<file path="config.mk">
export PLATFORM = sky130hd
export DESIGN_NAME = script_source_tokenizer_unit_flat
export DESIGN_NICKNAME = d
export VERILOG_FILES = /design/src/sv/sst_pkg.sv /design/src/sv/sst_if.sv /design/src/sv/sst_front.sv /design/src/sv/sst_queue.sv /design/src/sv/sst_back.sv /design/src/sv/script_source_tokenizer_unit.sv /design/src/flat_wrapper.sv
export SDC_FILE = /design/constraint.sdc
export NUM_CORES = 1
export LEC_CHECK = 0
export ABC_AREA = 1
export BUFFER_PORTS_ARGS = -buffer_cell sky130_fd_sc_hd__buf_2
export CORE_AREA = 5 5 201 242
export CTS_BUF_LIST = sky130_fd_sc_hd__clkbuf_2 sky130_fd_sc_hd__clkbuf_4 sky130_fd_sc_hd__clkbuf_8
export CTS_CLUSTER_DIAMETER = 60
export CTS_CLUSTER_SIZE = 24
export DETAILED_ROUTE_END_ITERATION = 16
export DIE_AREA = 0 0 206 247
export PLACE_DENSITY = 0.73
export SYNTH_ARGS = -nofsm -noshare
export SYNTH_HDL_FRONTEND = slang
export SYNTH_SLANG_ARGS = --single-unit
</file>
<file path="constraint.sdc">
create_clock -name clk -period 17.22 [get_ports clk]
set_input_delay 3.444 -clock clk [delete_from_list [all_inputs] [get_ports clk]]
set_output_delay 3.444 -clock clk [all_outputs]
set_load 0.01 [all_outputs]
</file>
<file path="src/sv/sst_pkg.sv">
`timescale 1ns / 1ps
package sst_pkg;
    localparam int MAX_KEYWORD_LEN_DEF = 8;
    localparam int LINE_BITS_DEF = 20;
    localparam int COLUMN_BITS_DEF = 16;
    localparam int QUEUE_DEPTH = 4;

    typedef enum logic [3:0] {
        KIND_IDENT = 4'd0,
        KIND_KEYWORD = 4'd1,
        KIND_BOOLEAN = 4'd2,
        KIND_NULL = 4'd3,
        KIND_NUMBER = 4'd4,
        KIND_STRING = 4'd5,
        KIND_OPERATOR = 4'd6,
        KIND_PUNCT = 4'd7,
        KIND_ERROR = 4'd8,
        KIND_END = 4'd9
    } kind_t;

    typedef enum logic [3:0] {
        MD_IDLE = 4'd0,
        MD_LCOM = 4'd1,
        MD_BSTAR = 4'd2,
        MD_BBODY = 4'd3,
        MD_BCLOSE = 4'd4,
        MD_IDENT = 4'd5,
        MD_NUM = 4'd6,
        MD_STR = 4'd7,
        MD_ESC = 4'd8,
        MD_OP2 = 4'd9
    } mode_t;

    // one queued pair: byte being lexed, lookahead, end flag
    typedef struct packed {
        logic [7:0] c;
        logic [7:0] p;
        logic       has_c;
        logic       is_end;
    } pair_t;

    function automatic logic is_alpha(input logic [7:0] c);
        return (c >= 8'h61 && c <= 8'h7a) || (c >= 8'h41 && c <= 8'h5a);
    endfunction

    function automatic logic is_digit(input logic [7:0] c);
        return c >= 8'h30 && c <= 8'h39;
    endfunction

    function automatic logic ident_char(input logic [7:0] c);
        return is_alpha(c) || is_digit(c) || c == 8'h5f;
    endfunction

    function automatic logic num_char(input logic [7:0] c);
        return is_digit(c) || c == 8'h2e;
    endfunction
endpackage

</file>
<file path="src/sv/sst_if.sv">
`timescale 1ns / 1ps
interface sst_in_if;
    logic       valid;
    logic       ready;
    logic [7:0] in_char;
    logic       in_end;
    modport source(output valid, output in_char, output in_end, input ready);
    modport sink(input valid, input in_char, input in_end, output ready);
endinterface

interface sst_out_if #(
    parameter int LINE_BITS = 20,
    parameter int COLUMN_BITS = 16
);
    logic                   valid;
    logic                   ready;
    logic [7:0]             tok_byte;
    logic                   has_byte;
    logic [3:0]             tok_kind;
    logic                   first_of_token;
    logic                   last_of_token;
    logic [LINE_BITS-1:0]   line_no;
    logic [COLUMN_BITS-1:0] column_no;
    modport source(output valid, output tok_byte, output has_byte, output tok_kind,
        output first_of_token, output last_of_token, output line_no,
        output column_no, input ready);
    modport sink(input valid, input tok_byte, input has_byte, input tok_kind,
        input first_of_token, input last_of_token, input line_no,
        input column_no, output ready);
endinterface

</file>
<file path="src/sv/sst_front.sv">
`timescale 1ns / 1ps
module sst_front (
    input  logic          clk,
    input  logic          rst_n,
    sst_in_if.sink        in_ch,
    output logic          q_push,
    output sst_pkg::pair_t q_data,
    input  logic          q_full
);
    import sst_pkg::*;

    logic [7:0] pend_reg;
    logic       pend_valid_reg;
    logic       is_end;

    assign in_ch.ready = !q_full;
    assign is_end = in_ch.in_end || in_ch.in_char == 8'h00;
    assign q_push = in_ch.valid && !q_full && (is_end || pend_valid_reg);
    assign q_data.c = pend_reg;
    assign q_data.p = is_end ? 8'h00 : in_ch.in_char;
    assign q_data.has_c = pend_valid_reg;
    assign q_data.is_end = is_end;

    always_ff @(posedge clk or negedge rst_n)
    begin
        if (!rst_n)
        begin
            pend_reg <= 8'h00;
            pend_valid_reg <= 1'b0;
        end
        else if (in_ch.valid && !q_full)
        begin
            pend_reg <= is_end ? 8'h00 : in_ch.in_char;
            pend_valid_reg <= !is_end;
        end
    end
endmodule

</file>
<file path="src/sv/sst_queue.sv">
`timescale 1ns / 1ps
module sst_queue (
    input  logic           clk,
    input  logic           rst_n,
    input  logic           push,
    input  sst_pkg::pair_t wdata,
    output logic           full,
    input  logic           pop,
    output logic           not_empty,
    output sst_pkg::pair_t rdata
);
    import sst_pkg::*;
    localparam int AW = $clog2(QUEUE_DEPTH);

    pair_t         mem [QUEUE_DEPTH];
    logic [AW-1:0] wr_reg, rd_reg;
    logic [AW:0]   cnt_reg;

    assign full = cnt_reg == (AW+1)'(QUEUE_DEPTH);
    assign not_empty = cnt_reg != '0;
    assign rdata = mem[rd_reg];

    always_ff @(posedge clk)
    begin
        if (push)
        begin
            mem[wr_reg] <= wdata;
        end
    end

    always_ff @(posedge clk or negedge rst_n)
    begin
        if (!rst_n)
        begin
            wr_reg <= '0;
            rd_reg <= '0;
            cnt_reg <= '0;
        end
        else
        begin
            if (push)
            begin
                wr_reg <= wr_reg + 1'b1;
            end
            if (pop)
            begin
                rd_reg <= rd_reg + 1'b1;
            end
            cnt_reg <= cnt_reg + (AW+1)'(push) - (AW+1)'(pop);
        end
    end
endmodule

</file>
<file path="src/sv/sst_back.sv">
`timescale 1ns / 1ps
module sst_back #(
    parameter int MAX_KEYWORD_LEN = sst_pkg::MAX_KEYWORD_LEN_DEF,
    parameter int LINE_BITS = sst_pkg::LINE_BITS_DEF,
    parameter int COLUMN_BITS = sst_pkg::COLUMN_BITS_DEF
) (
    input  logic           clk,
    input  logic           rst_n,
    input  logic           q_valid,
    input  sst_pkg::pair_t q_data,
    output logic           q_pop,
    sst_out_if.source      out_ch
);
    import sst_pkg::*;
    localparam int PW = $clog2(MAX_KEYWORD_LEN + 2);
    localparam int PI = $clog2(MAX_KEYWORD_LEN);
    localparam logic [LINE_BITS-1:0] LTOP = '1;
    localparam logic [COLUMN_BITS-1:0] CTOP = '1;
    localparam int IW = 1 + 1 + 8 + 1 + 4 + 1 + 1 + LINE_BITS + COLUMN_BITS;

    typedef struct packed {
        logic [7:0]             b;
        logic                   has;
        logic [3:0]             kind;
        logic                   first;
        logic                   last;
        logic [LINE_BITS-1:0]   ln;
        logic [COLUMN_BITS-1:0] col;
    } item_t;

    mode_t                  mode_reg, mode_next;
    logic [7:0]             pre_reg [MAX_KEYWORD_LEN];
    logic [PW-1:0]          plen_reg, plen_next;
    logic [LINE_BITS-1:0]   line_reg, line_next;
    logic [COLUMN_BITS-1:0] col_reg, col_next;
    logic                   semit_reg, semit_next;
    logic                   pre_we;
    logic [7:0]             pre_wd;

    // output buffer: up to three items per pair
    item_t                  buf_reg [3];
    logic [1:0]             bn_reg, bidx_reg;
    item_t                  it [3];
    logic [1:0]             n;

    logic busy;
    assign busy = bn_reg != 2'd0;
    assign q_pop = q_valid && (!busy || (bidx_reg == bn_reg - 2'd1 && out_ch.ready));

    assign out_ch.valid = busy;
    assign out_ch.tok_byte = buf_reg[bidx_reg].b;
    assign out_ch.has_byte = buf_reg[bidx_reg].has;
    assign out_ch.tok_kind = buf_reg[bidx_reg].kind;
    assign out_ch.first_of_token = buf_reg[bidx_reg].first;
    assign out_ch.last_of_token = buf_reg[bidx_reg].last;
    assign out_ch.line_no = buf_reg[bidx_reg].ln;
    assign out_ch.column_no = buf_reg[bidx_reg].col;

    function automatic logic [LINE_BITS+COLUMN_BITS-1:0] cnt_over(
        input logic [LINE_BITS-1:0] l, input logic [COLUMN_BITS-1:0] c,
        input logic [7:0] ch);
        logic [LINE_BITS-1:0]   lo;
        logic [COLUMN_BITS-1:0] co;
        lo = l;
        co = c;
        if (ch == 8'h0a)
        begin
            if (l != LTOP) lo = l + 1'b1;
            co = COLUMN_BITS'(1);
        end
        else if (c != CTOP)
        begin
            co = c + 1'b1;
        end
        return {lo, co};
    endfunction

    function automatic logic [3:0] word_kind(
        input logic [7:0] w [MAX_KEYWORD_LEN], input logic [PW-1:0] len);
        logic [63:0] s;
        logic [3:0]  k;
        s = '0;
        k = KIND_IDENT;
        for (int i = 0; i < 8; i++)
        begin
            if (PW'(i) < len) s[63-8*i -: 8] = w[i];
        end
        if (len == PW'(4) && s[63:32] == "true") k = KIND_BOOLEAN;
        if (len == PW'(5) && s[63:24] == "false") k = KIND_BOOLEAN;
        if (len == PW'(4) && s[63:32] == "null") k = KIND_NULL;
        if (len == PW'(2) && s[63:48] == "if") k = KIND_KEYWORD;
        if (len == PW'(4) && s[63:32] == "else") k = KIND_KEYWORD;
        if (len == PW'(5) && s[63:24] == "while") k = KIND_KEYWORD;
        if (len == PW'(3) && s[63:40] == "for") k = KIND_KEYWORD;
        if (len == PW'(6) && s[63:16] == "return") k = KIND_KEYWORD;
        if (len == PW'(5) && s[63:24] == "break") k = KIND_KEYWORD;
        if (len == PW'(8) && s == "continue") k = KIND_KEYWORD;
        if (len == PW'(8) && s == "function") k = KIND_KEYWORD;
        if (len == PW'(3) && s[63:40] == "var") k = KIND_KEYWORD;
        if (len == PW'(5) && s[63:24] == "const") k = KIND_KEYWORD;
        if (len == PW'(3) && s[63:40] == "let") k = KIND_KEYWORD;
        return k;
    endfunction

    always_comb
    begin
        logic [7:0]             c, p, d;
        logic                   lst, two, redo, esc_ok;
        logic [LINE_BITS-1:0]   tl;
        logic [COLUMN_BITS-1:0] tc;
        logic [7:0]             w [MAX_KEYWORD_LEN];
        logic [PW-1:0]          wl;
        c = q_data.c;
        p = q_data.p;
        mode_next = mode_reg;
        plen_next = plen_reg;
        line_next = line_reg;
        col_next = col_reg;
        semit_next = semit_reg;
        pre_we = 1'b0;
        pre_wd = c;
        n = 2'd0;
        d = c;
        lst = 1'b0;
        two = 1'b0;
        redo = 1'b0;
        esc_ok = 1'b0;
        tl = '0;
        tc = '0;
        wl = '0;
        for (int i = 0; i < MAX_KEYWORD_LEN; i++)
        begin
            w[i] = pre_reg[i];
        end
        for (int i = 0; i < 3; i++)
        begin
            it[i] = '0;
        end
        if (q_data.has_c)
        begin
            if (mode_reg == MD_LCOM && c == 8'h0a) mode_next = MD_IDLE;
            if (mode_reg == MD_ESC)
            begin
                esc_ok = c == "n" || c == "t" || c == 8'h5c || c == 8'h22;
                d = c == "n" ? 8'h0a : (c == "t" ? 8'h09 : c);
                if (!esc_ok)
                begin
                    it[0] = '{8'h00, 1'b0, KIND_ERROR, !semit_reg, 1'b1, line_reg, col_reg};
                    n = 2'd1;
                    mode_next = MD_IDLE;
                    redo = 1'b1;
                end
            end
            {line_next, col_next} = cnt_over(line_reg, col_reg, c);
            unique case (mode_next)
                MD_LCOM:
                begin
                end
                MD_BSTAR:
                begin
                    mode_next = MD_BBODY;
                end
                MD_BBODY:
                begin
                    if (c == "*" && p == "/") mode_next = MD_BCLOSE;
                end
                MD_BCLOSE:
                begin
                    mode_next = MD_IDLE;
                end
                MD_IDENT, MD_NUM:
                begin
                    lst = mode_reg == MD_IDENT ? !ident_char(p) : !num_char(p);
                    if (mode_reg == MD_IDENT)
                    begin
                        if (plen_reg < PW'(MAX_KEYWORD_LEN))
                        begin
                            pre_we = 1'b1;
                            w[plen_reg[PI-1:0]] = c;
                        end
                        wl = plen_reg <= PW'(MAX_KEYWORD_LEN) ? plen_reg + 1'b1 : plen_reg;
                        plen_next = wl;
                    end
                    it[0] = '{c, 1'b1, mode_reg == MD_NUM ? KIND_NUMBER :
                        ((lst && wl <= PW'(MAX_KEYWORD_LEN)) ? word_kind(w, wl) : KIND_IDENT),
                        1'b0, lst, line_next, col_next};
                    n = 2'd1;
                    if (lst) mode_next = MD_IDLE;
                end
                MD_OP2:
                begin
                    it[0] = '{c, 1'b1, KIND_OPERATOR, 1'b0, 1'b1, line_next, col_next};
                    n = 2'd1;
                    mode_next = MD_IDLE;
                end
                MD_STR, MD_ESC:
                begin
                    if (mode_reg == MD_STR && c == 8'h22)
                    begin
                        if (!semit_reg)
                        begin
                            it[0] = '{8'h00, 1'b0, KIND_STRING, 1'b1, 1'b1, line_next, col_next};
                            n = 2'd1;
                        end
                        mode_next = MD_IDLE;
                    end
                    else if (mode_reg == MD_STR && c == 8'h5c)
                    begin
                        mode_next = MD_ESC;
                    end
                    else
                    begin
                        lst = p == 8'h22;
                        {tl, tc} = lst ? cnt_over(line_next, col_next, 8'h22)
                                       : {line_next, col_next};
                        it[0] = '{d, 1'b1, KIND_STRING, !semit_reg, lst, tl, tc};
                        n = 2'd1;
                        semit_next = 1'b1;
                        mode_next = MD_STR;
                    end
                end
                default:
                begin
                    if (c == 8'h20 || c == 8'h09 || c == 8'h0a || c == 8'h0d)
                    begin
                    end
                    else if (c == "/" && p == "/") mode_next = MD_LCOM;
                    else if (c == "/" && p == "*") mode_next = MD_BSTAR;
                    else if (is_alpha(c) || c == 8'h5f)
                    begin
                        lst = !ident_char(p);
                        pre_we = 1'b1;
                        w[0] = c;
                        plen_next = PW'(1);
                        it[n] = '{c, 1'b1, lst ? word_kind(w, PW'(1)) : KIND_IDENT,
                            1'b1, lst, line_next, col_next};
                        n = n + 2'd1;
                        if (!lst) mode_next = MD_IDENT;
                    end
                    else if (is_digit(c))
                    begin
                        lst = !num_char(p);
                        it[n] = '{c, 1'b1, KIND_NUMBER, 1'b1, lst, line_next, col_next};
                        n = n + 2'd1;
                        if (!lst) mode_next = MD_NUM;
                    end
                    else if (c == 8'h22)
                    begin
                        semit_next = 1'b0;
                        mode_next = MD_STR;
                    end
                    else if (c == "=" || c == "!" || c == "<" || c == ">" || c == "&" ||
                             c == "|")
                    begin
                        two = p == "=" || (c == "&" && p == "&") || (c == "|" && p == "|");
                        it[n] = '{c, 1'b1, KIND_OPERATOR, 1'b1, !two, line_next, col_next};
                        n = n + 2'd1;
                        if (two) mode_next = MD_OP2;
                    end
                    else if (c == "+" || c == "-" || c == "*" || c == "/" || c == "%")
                    begin
                        it[n] = '{c, 1'b1, KIND_OPERATOR, 1'b1, 1'b1, line_next, col_next};
                        n = n + 2'd1;
                    end
                    else if (c == "(" || c == ")" || c == "{" || c == "}" || c == "[" ||
                             c == "]" || c == "," || c == ";" || c == ".")
                    begin
                        it[n] = '{c, 1'b1, KIND_PUNCT, 1'b1, 1'b1, line_next, col_next};
                        n = n + 2'd1;
                    end
                    else
                    begin
                        it[n] = '{8'h00, 1'b0, KIND_ERROR, 1'b1, 1'b1, line_next, col_next};
                        n = n + 2'd1;
                    end
                end
            endcase
        end
        if (q_data.is_end)
        begin
            if (mode_next == MD_STR || mode_next == MD_ESC)
            begin
                it[n] = '{8'h00, 1'b0, KIND_ERROR, !semit_next, 1'b1, line_next, col_next};
                n = n + 2'd1;
            end
            it[n] = '{8'h00, 1'b0, KIND_END, 1'b1, 1'b1, line_next, col_next};
            n = n + 2'd1;
            mode_next = MD_IDLE;
            plen_next = '0;
            line_next = LINE_BITS'(1);
            col_next = COLUMN_BITS'(1);
            semit_next = 1'b0;
        end
        pre_wd = c;
        if (redo) pre_we = pre_we;
    end

    always_ff @(posedge clk)
    begin
        if (q_pop && pre_we)
        begin
            pre_reg[mode_reg == MD_IDENT ? plen_reg[PI-1:0] : '0] <= pre_wd;
        end
        if (q_pop)
        begin
            for (int i = 0; i < 3; i++)
            begin
                buf_reg[i] <= it[i];
            end
        end
    end

    always_ff @(posedge clk or negedge rst_n)
    begin
        if (!rst_n)
        begin
            mode_reg <= MD_IDLE;
            plen_reg <= '0;
            line_reg <= LINE_BITS'(1);
            col_reg <= COLUMN_BITS'(1);
            semit_reg <= 1'b0;
            bn_reg <= 2'd0;
            bidx_reg <= 2'd0;
        end
        else
        begin
            if (q_pop)
            begin
                mode_reg <= mode_next;
                plen_reg <= plen_next;
                line_reg <= line_next;
                col_reg <= col_next;
                semit_reg <= semit_next;
                bn_reg <= n;
                bidx_reg <= 2'd0;
            end
            else if (busy && out_ch.ready)
            begin
                if (bidx_reg == bn_reg - 2'd1)
                begin
                    bn_reg <= 2'd0;
                    bidx_reg <= 2'd0;
                end
                else
                begin
                    bidx_reg <= bidx_reg + 2'd1;
                end
            end
        end
    end
endmodule

</file>
<file path="src/sv/script_source_tokenizer_unit.sv">
`timescale 1ns / 1ps
// Source tokenizer.
// in_ch carries one source byte per beat (in_char, in_end); in_end or a zero
// byte ends the source, flushes the held byte and yields an end token.
// out_ch carries one token byte per beat with kind, first/last marks and the
// saturating line and column after it.
// A front stage holds one byte of lookahead and pushes (byte, next byte)
// pairs into a four-entry queue; the back stage lexes one pair per cycle
// while the receiver is ready, and holds up to three result beats in an
// output buffer. Throughput: one input beat per cycle while each pair makes
// at most one result and the receiver is ready; a pair that makes two or
// three results holds the back stage until all are taken. The lookahead
// byte is queued, then its first result is registered in the output buffer.
// A stalled receiver fills the queue, then in_ch.ready drops.
// Reset empties the queue and returns to line 1, column 1, between tokens.
module script_source_tokenizer_unit #(
    parameter int MAX_KEYWORD_LEN = sst_pkg::MAX_KEYWORD_LEN_DEF,
    parameter int LINE_BITS = sst_pkg::LINE_BITS_DEF,
    parameter int COLUMN_BITS = sst_pkg::COLUMN_BITS_DEF
) (
    input logic       clk,
    input logic       rst_n,
    sst_in_if.sink    in_ch,
    sst_out_if.source out_ch
);
    import sst_pkg::*;

    logic  push, full, pop, nempty;
    pair_t wd, rd;

    sst_front u_front (.clk, .rst_n, .in_ch, .q_push(push), .q_data(wd), .q_full(full));
    sst_queue u_queue (.clk, .rst_n, .push, .wdata(wd), .full, .pop, .not_empty(nempty),
        .rdata(rd));
    sst_back #(.MAX_KEYWORD_LEN(MAX_KEYWORD_LEN), .LINE_BITS(LINE_BITS),
        .COLUMN_BITS(COLUMN_BITS)) u_back (.clk, .rst_n, .q_valid(nempty), .q_data(rd),
        .q_pop(pop), .out_ch);
endmodule

</file>
<file path="src/flat_wrapper.sv">
// flat-port wrapper written by rule: the top's interface ports become plain ports
module script_source_tokenizer_unit_flat import sst_pkg::*;
#(
    parameter int MAX_KEYWORD_LEN = sst_pkg::MAX_KEYWORD_LEN_DEF,
    parameter int LINE_BITS = sst_pkg::LINE_BITS_DEF,
    parameter int COLUMN_BITS = sst_pkg::COLUMN_BITS_DEF
)
  (clk, rst_n, in_ch_valid, in_ch_in_char, in_ch_in_end, in_ch_ready, out_ch_valid, out_ch_tok_byte, out_ch_has_byte, out_ch_tok_kind, out_ch_first_of_token, out_ch_last_of_token, out_ch_line_no, out_ch_column_no, out_ch_ready);
  sst_in_if in_ch_i ();
  sst_out_if #(.LINE_BITS(LINE_BITS), .COLUMN_BITS(COLUMN_BITS)) out_ch_i ();
  input logic clk;
  input logic rst_n;
  input wire logic [$bits(in_ch_i.valid)-1:0] in_ch_valid;
  input wire logic [$bits(in_ch_i.in_char)-1:0] in_ch_in_char;
  input wire logic [$bits(in_ch_i.in_end)-1:0] in_ch_in_end;
  output wire logic [$bits(in_ch_i.ready)-1:0] in_ch_ready;
  output wire logic [$bits(out_ch_i.valid)-1:0] out_ch_valid;
  output wire logic [$bits(out_ch_i.tok_byte)-1:0] out_ch_tok_byte;
  output wire logic [$bits(out_ch_i.has_byte)-1:0] out_ch_has_byte;
  output wire logic [$bits(out_ch_i.tok_kind)-1:0] out_ch_tok_kind;
  output wire logic [$bits(out_ch_i.first_of_token)-1:0] out_ch_first_of_token;
  output wire logic [$bits(out_ch_i.last_of_token)-1:0] out_ch_last_of_token;
  output wire logic [$bits(out_ch_i.line_no)-1:0] out_ch_line_no;
  output wire logic [$bits(out_ch_i.column_no)-1:0] out_ch_column_no;
  input wire logic [$bits(out_ch_i.ready)-1:0] out_ch_ready;
  assign in_ch_i.valid = in_ch_valid;
  assign in_ch_i.in_char = in_ch_in_char;
  assign in_ch_i.in_end = in_ch_in_end;
  assign in_ch_ready = in_ch_i.ready;
  assign out_ch_valid = out_ch_i.valid;
  assign out_ch_tok_byte = out_ch_i.tok_byte;
  assign out_ch_has_byte = out_ch_i.has_byte;
  assign out_ch_tok_kind = out_ch_i.tok_kind;
  assign out_ch_first_of_token = out_ch_i.first_of_token;
  assign out_ch_last_of_token = out_ch_i.last_of_token;
  assign out_ch_line_no = out_ch_i.line_no;
  assign out_ch_column_no = out_ch_i.column_no;
  assign out_ch_i.ready = out_ch_ready;
  script_source_tokenizer_unit #(.MAX_KEYWORD_LEN(MAX_KEYWORD_LEN), .LINE_BITS(LINE_BITS), .COLUMN_BITS(COLUMN_BITS)) u_core (.clk(clk), .rst_n(rst_n), .in_ch(in_ch_i), .out_ch(out_ch_i));
endmodule
</file>
After elaboration in Yosys (flattened, before gate mapping)
Memories as Yosys holds them, arrays and structs flattened.
Cells that the tools add are included.
- bitwise logic cells: 4
- reductions and logical operators: 99
- equal/unequal tests: 83
- mux-type cells: 179
- order comparisons: 31
- $add $sub $neg: 13
- operator list (operator ; number):
    two-way mux 153 bit ; 13
    bitwise mux 153 bit ; 8
    two-way mux 51 bit ; 7
    demux 51 bit (select 2 bit) ; 3
    two-way mux 8 bit ; 29
    one-hot mux 51 bit (4 select lines) ; 1
    == test 8 x 6 -> 1 bit, second input constant ; 23
    two-way mux 4 bit ; 46
    == test 40 x 39 -> 1 bit, second input constant ; 4
    == test 64 x 63 -> 1 bit, second input constant ; 2
    two-way mux 64 bit ; 2
    two-way mux 16 bit ; 7
    two-way mux 102 bit ; 1
    two-way mux 20 bit ; 5
    == test 32 x 31 -> 1 bit, second input constant ; 3
    == test 8 x 7 -> 1 bit, second input constant ; 11
    two-way mux 42 bit ; 2
    == test 24 x 23 -> 1 bit, second input constant ; 3
    bitwise mux 64 bit ; 1
    == test 48 x 47 -> 1 bit, second input constant ; 1
    == test 4 x 3 -> 1 bit, second input constant ; 11
    two-way mux 2 bit ; 21
    logical AND 1 bit ; 39
    logical OR 1 bit ; 35
    other kinds (52) ; 131
- register bits: 65
- RAM bits: 289
- memories kept: 3
- bits of input ports: 13
- memories (memory ; words ; bits a word ; rd ports ; clocked after memory_dff ; wr ports ; RTL line ; RTL):
    u_core.u_back.buf_reg ; 3 ; 51 ; 1 ; 0 ; 3 ; sst_back.sv:41 ; item_t buf_reg [3];
    u_core.u_queue.mem ; 4 ; 18 ; 1 ; 0 ; 1 ; sst_queue.sv:15 ; pair_t mem [QUEUE_DEPTH];
    u_core.u_back.pre_reg ; 8 ; 8 ; 8 ; 0 ; 1 ; sst_back.sv:32 ; logic [7:0] pre_reg [MAX_KEYWORD_LEN];

Depth between registers and ports, before layout
An unclocked memory read counts as a cell.
- depth in word-level cells: 41
- gate-level depth with buffers: 35
- depth with buffers taken out: 32

Hierarchy
A second synthesis with hierarchy kept.
- cells, all modules: 3030
- area total of the unflattened synthesis: 22313.9 µm²
- modules (own cells, without submodules) (module ; cells an instance ; times used ; area an instance (µm²)):
    sst_back ; 2633 ; 1 ; 18343.8
    sst_queue ; 327 ; 1 ; 3445.8
    sst_front ; 70 ; 1 ; 524.3

Worst setup path before layout
OpenSTA, ideal clock, no wires.
- path kind: input to register
- start: in out_ch_ready
- end: reg u_core.u_queue.cnt_reg[2]
- path buffers: 1
- stages: 11
- library setup time: 0.123 ns
- path slack: 7.633 ns
- arrival time: 9.465 ns
- path through: inv_1 -> o21ai_0 -> nand2_1 -> inv_2 -> clkbuf_1 -> ha_1 -> inv_1 -> ha_1 -> inv_1 -> fa_1 -> xnor2_1
- longest elaborated chain between the ends: 4
- ends and longest elaborated chain (what ; RTL line ; RTL):
    from (decl) ; flat_wrapper.sv:25 ; input wire logic [$bits(out_ch_i.ready)-1:0] out_ch_ready;
    logical AND 1 bit ; sst_back.sv:48 ; assign q_pop = q_valid && (!busy || (bidx_reg == bn_reg - 2'd1 && out_ch.ready));
    logical OR 1 bit ; sst_back.sv:48 ;
    logical AND 1 bit ; sst_back.sv:48 ;
    via u_core.pop ; script_source_tokenizer_unit.sv:28 ; logic push, full, pop, nempty;
    subtractor 3 x 1 -> 3 bit ; sst_queue.sv:49 ; cnt_reg <= cnt_reg + (AW+1)'(push) - (AW+1)'(pop);
    to (signal assigned) ; sst_queue.sv:49 ;
    to (decl) ; sst_queue.sv:17 ; logic [AW:0] cnt_reg;
The timed path passes the listed nets, and every way through them passes these cells.
A chain may end at the register's enable or synchronous reset.

==> results.md <==
* Status: completed
* CP required at 17740 ps
* Pin count of the biggest net entering global routing at 75
* Crit path DAT at a little over 8000 ps
* Switching share of power at ~53%
* Clock period minus worst slack at about 7600 ps
* CP Max Fanout at 55
* Syn Inst Count at about 2800
* Largest register FFs at about 140
* # fillers at 4413
* Vias at around 20000
* Design Power at 4376 µW
* Lkg Pwr at around 0.0095 µW
* Clock power share at 10.7%
* Nets at approximately 2900
* Drt total wl at between 60000 and 70000 µm
* Final instance area at ~23000 µm²
* Post-route ant nets at 0
* Horiz. Die Dim at 206 µm
* Initial antenna violation count at 0
* RSZ-0062 raised after global routing: false
* Maxcap violations at 0
* IO Port Bufs at 65
* Fin. max-slew vios at 0
* Avg Inst Size Synth at 7.640 µm²
* Initial Util at a little under half
* CP dominant cell by count: nand2_1
* Drt pass-1 iters at 8
* First-pass GRT wire length at approximately 100000 µm
* Share of cells above drive strength 1 at 9.365%
* Post-synthesis sequential area ratio at a little under half
* Comb power frac at between 50% and 60%
* Dominant cell type by area after synthesis: edfxtp_1
* Yosys top cell area share at between 30% and 40%
* Worst IR Drop VDD at 115.7 µV
* Die H at approximately 250 µm
* Top FF cell, synth: edfxtp_1
* CTS tree: done
* DP Area at between 20000 and 25000 µm²
* Core area at between 40000 and 50000 µm²
* Ys async rst share at a little under a fifth
* EDFF count, synth at 277
* Area grow syn2layout at 5.547%
* Yosys warnings at 0
* Worst slew pin tran at 1242 ps
* Gr ovfl total at 0
* Residual DRC at 0
* DR vias/cell at roughly 5.8
* Boundary pin count at 66
* Vias in the first global route at between 15000 and 20000
* Routed len/inst at between 15 and 20 µm
* Count leader, synth: nand2_1
* CTS root buffer: clkbuf_8
* CTS max path bufs at 3
* Cts hold-fix bufs at 0
* Max incr delay on CP at roughly 800 ps
* Kind of critical path: register to register
* Worst-path clk slew at roughly 130 ps
* Total GRT Usage at approximately a quarter
* Switch Pwr at 2310 µW
* Relative slew slack at around 17%
* P_int at approximately 2100 µW
* Die ar. at roughly 51000 µm²
* Row count at 86
* Sequential power share at 32.3%
* CTS resizes at 0
* Max Clk Rate at around 130 MHz
* Worst Setup End Kind: register
* Pwr Density at approximately 190 nW/µm²
* Ant. Diodes at 0
* Routability cong. at roughly 1
* Synth area leaders: edfxtp_1, nand2_1, dfrtp_1, nor2_1, inv_1
* Final Hold Slack at ~540 ps
* Latest clock arrival within the worst-skew pair at ~670 ps
* Synth Net Count at 2879
* Initial drt markers at approximately 2100
* Post-Syn Area at approximately 22000 µm²
* Synth top cells by count: nand2_1, nor2_1, inv_1, edfxtp_1, nand3_1
* CTS Sinks at around 340
* Final Skew at around 55 ps
* H-tree lvl count at 1
* Crit path launch type: register
* Setup bufs post-CTS at 0
* CP max-delay cell: nand2_1
* CTS buffer count at 24
* Post-DP HPWL at roughly 48000 µm
* Count of final hold-check violations at 0
* Setup TNS at 0 ps
* Final worst-path cycle share at between 40 and 50%
* Register bit total from synthesis at roughly 340
* Setup-failing EPs final at 0
* Yosys cell types at slightly above 60
* Min-delay worst type: register to register
## cell families (layout without fill, tap and decap cells)
logic type,count (synthesis),count (layout),synth area share (%)
simple gates,1476,1476,29.05
flops,342,342,45.75
fa+ha+maj,20,20,1.185
other cells,1,1,0.01725
mux,8,8,0.4143
xor+xnor,38,38,1.565
compound gates,509,509,13.42
buf+inv,452,457,8.603
## worst max-delay path, delay by kind of cell, from the launching register on
kind	cells	cell delay [ps]
flops	1	390
fa+ha+maj	2	470
simple gates	18	5160
buf+inv	6	1280
compound gates	1	120
## per-stage QoR
stage / utilization, % / std cells / setup WS (ps)
6_report: 50.18 / 3467 / 9646
3_3_place_gp: 48.98 / 3425 / 10100
2_1_floorplan: - / 2846 / 7633
4_1_cts: 50.18 / 3467 / 9887
3_5_place_dp: 48.98 / 3425 / 9896
5_1_grt: 50.18 / 3467 / 9079
## worst paths after layout
kind / slack [ps] / start / cells past startpoint / to
worst max-delay path: 9650 / u_core.u_queue.rd_reg[1] / 27 / u_core.u_back.buf_reg[0][43]
worst max register to register: 9650 / u_core.u_queue.rd_reg[1] / 27 / u_core.u_back.buf_reg[0][43]
worst min-delay path: 540 / u_core.u_front.pend_reg[0] / 0 / u_core.u_queue.mem[1][10]
worst min register to register: 540 / u_core.u_front.pend_reg[0] / 0 / u_core.u_queue.mem[1][10]
max in group asynchronous: 13470 / rst_n / 2 / u_core.u_back.bidx_reg[0]
min in group asynchronous: 2650 / rst_n / 1 / u_core.u_front.pend_reg[5]
## power by group through the flow
| stage | registers, µW | logic (µW) | clock network, µW |
|---|---|---|---|
| after floorplan | 1430 | 1760 | 0 |
| after global placement | 1420 | 2410 | 0 |
| after global routing | 1440 | 2730 | 507 |
| after detailed placement | 1430 | 2460 | 0 |
| final | 1410 | 2500 | 468 |
| after CTS | 1410 | 2460 | 476 |
## final cells by class
cell class                 instances  area (µm²)  area share (%)
inverter                         328        1241           5.408
clock buffer                      25       337.8           1.472
multi-input combinational       2052        9947           43.34
sequential                       342        9948           43.35
tap                              616       770.7           3.358
timing repair buffer              87       493.0           2.148
clock inverter                    17       211.5          0.9214
## layer usage
metal  vias up  global-route usage, %  routed length, µm
met2       885                  45.31              33390
met3       176                  2.925               4737
li1       9511                      -                  -
met5         -                      0                  0
met1      9420                  32.39              26530
met4         0                  10.40               2826
## cells in the final DEF (no fill, tap or decap), types with 3 or more instances in the layout
| cell type | count |
|---|---|
| o211ai_1 | 18 |
| buf_2 | 64 |
| nand3_1 | 196 |
| nor2_4 | 3 |
| clkbuf_8 | 24 |
| nand2_4 | 4 |
| nand2_2 | 28 |
| nor2_2 | 18 |
| ha_1 | 19 |
| clkinvlp_4 | 4 |
| xnor2_1 | 3 |
| nor4_1 | 8 |
| o21ai_1 | 41 |
| nand3b_1 | 8 |
| nor3b_1 | 3 |
| a21boi_1 | 5 |
| a31oi_1 | 7 |
| dfrtp_1 | 62 |
| buf_4 | 23 |
| a211oi_1 | 10 |
| o22ai_1 | 73 |
| a22oi_1 | 5 |
| o2111ai_1 | 3 |
| inv_6 | 6 |
| mux2_2 | 8 |
| a21oi_2 | 24 |
| xor2_1 | 34 |
| a21oi_1 | 165 |
| edfxtp_1 | 277 |
| o21ai_0 | 138 |
| nand4_1 | 54 |
| nand2_1 | 760 |
| or2_2 | 8 |
| inv_1 | 298 |
| clkinv_1 | 3 |
| nand3_2 | 5 |
| a21boi_0 | 6 |
| inv_2 | 25 |
| nor2_1 | 320 |
| nor3_1 | 53 |
(Power assumes the default switching activity.)
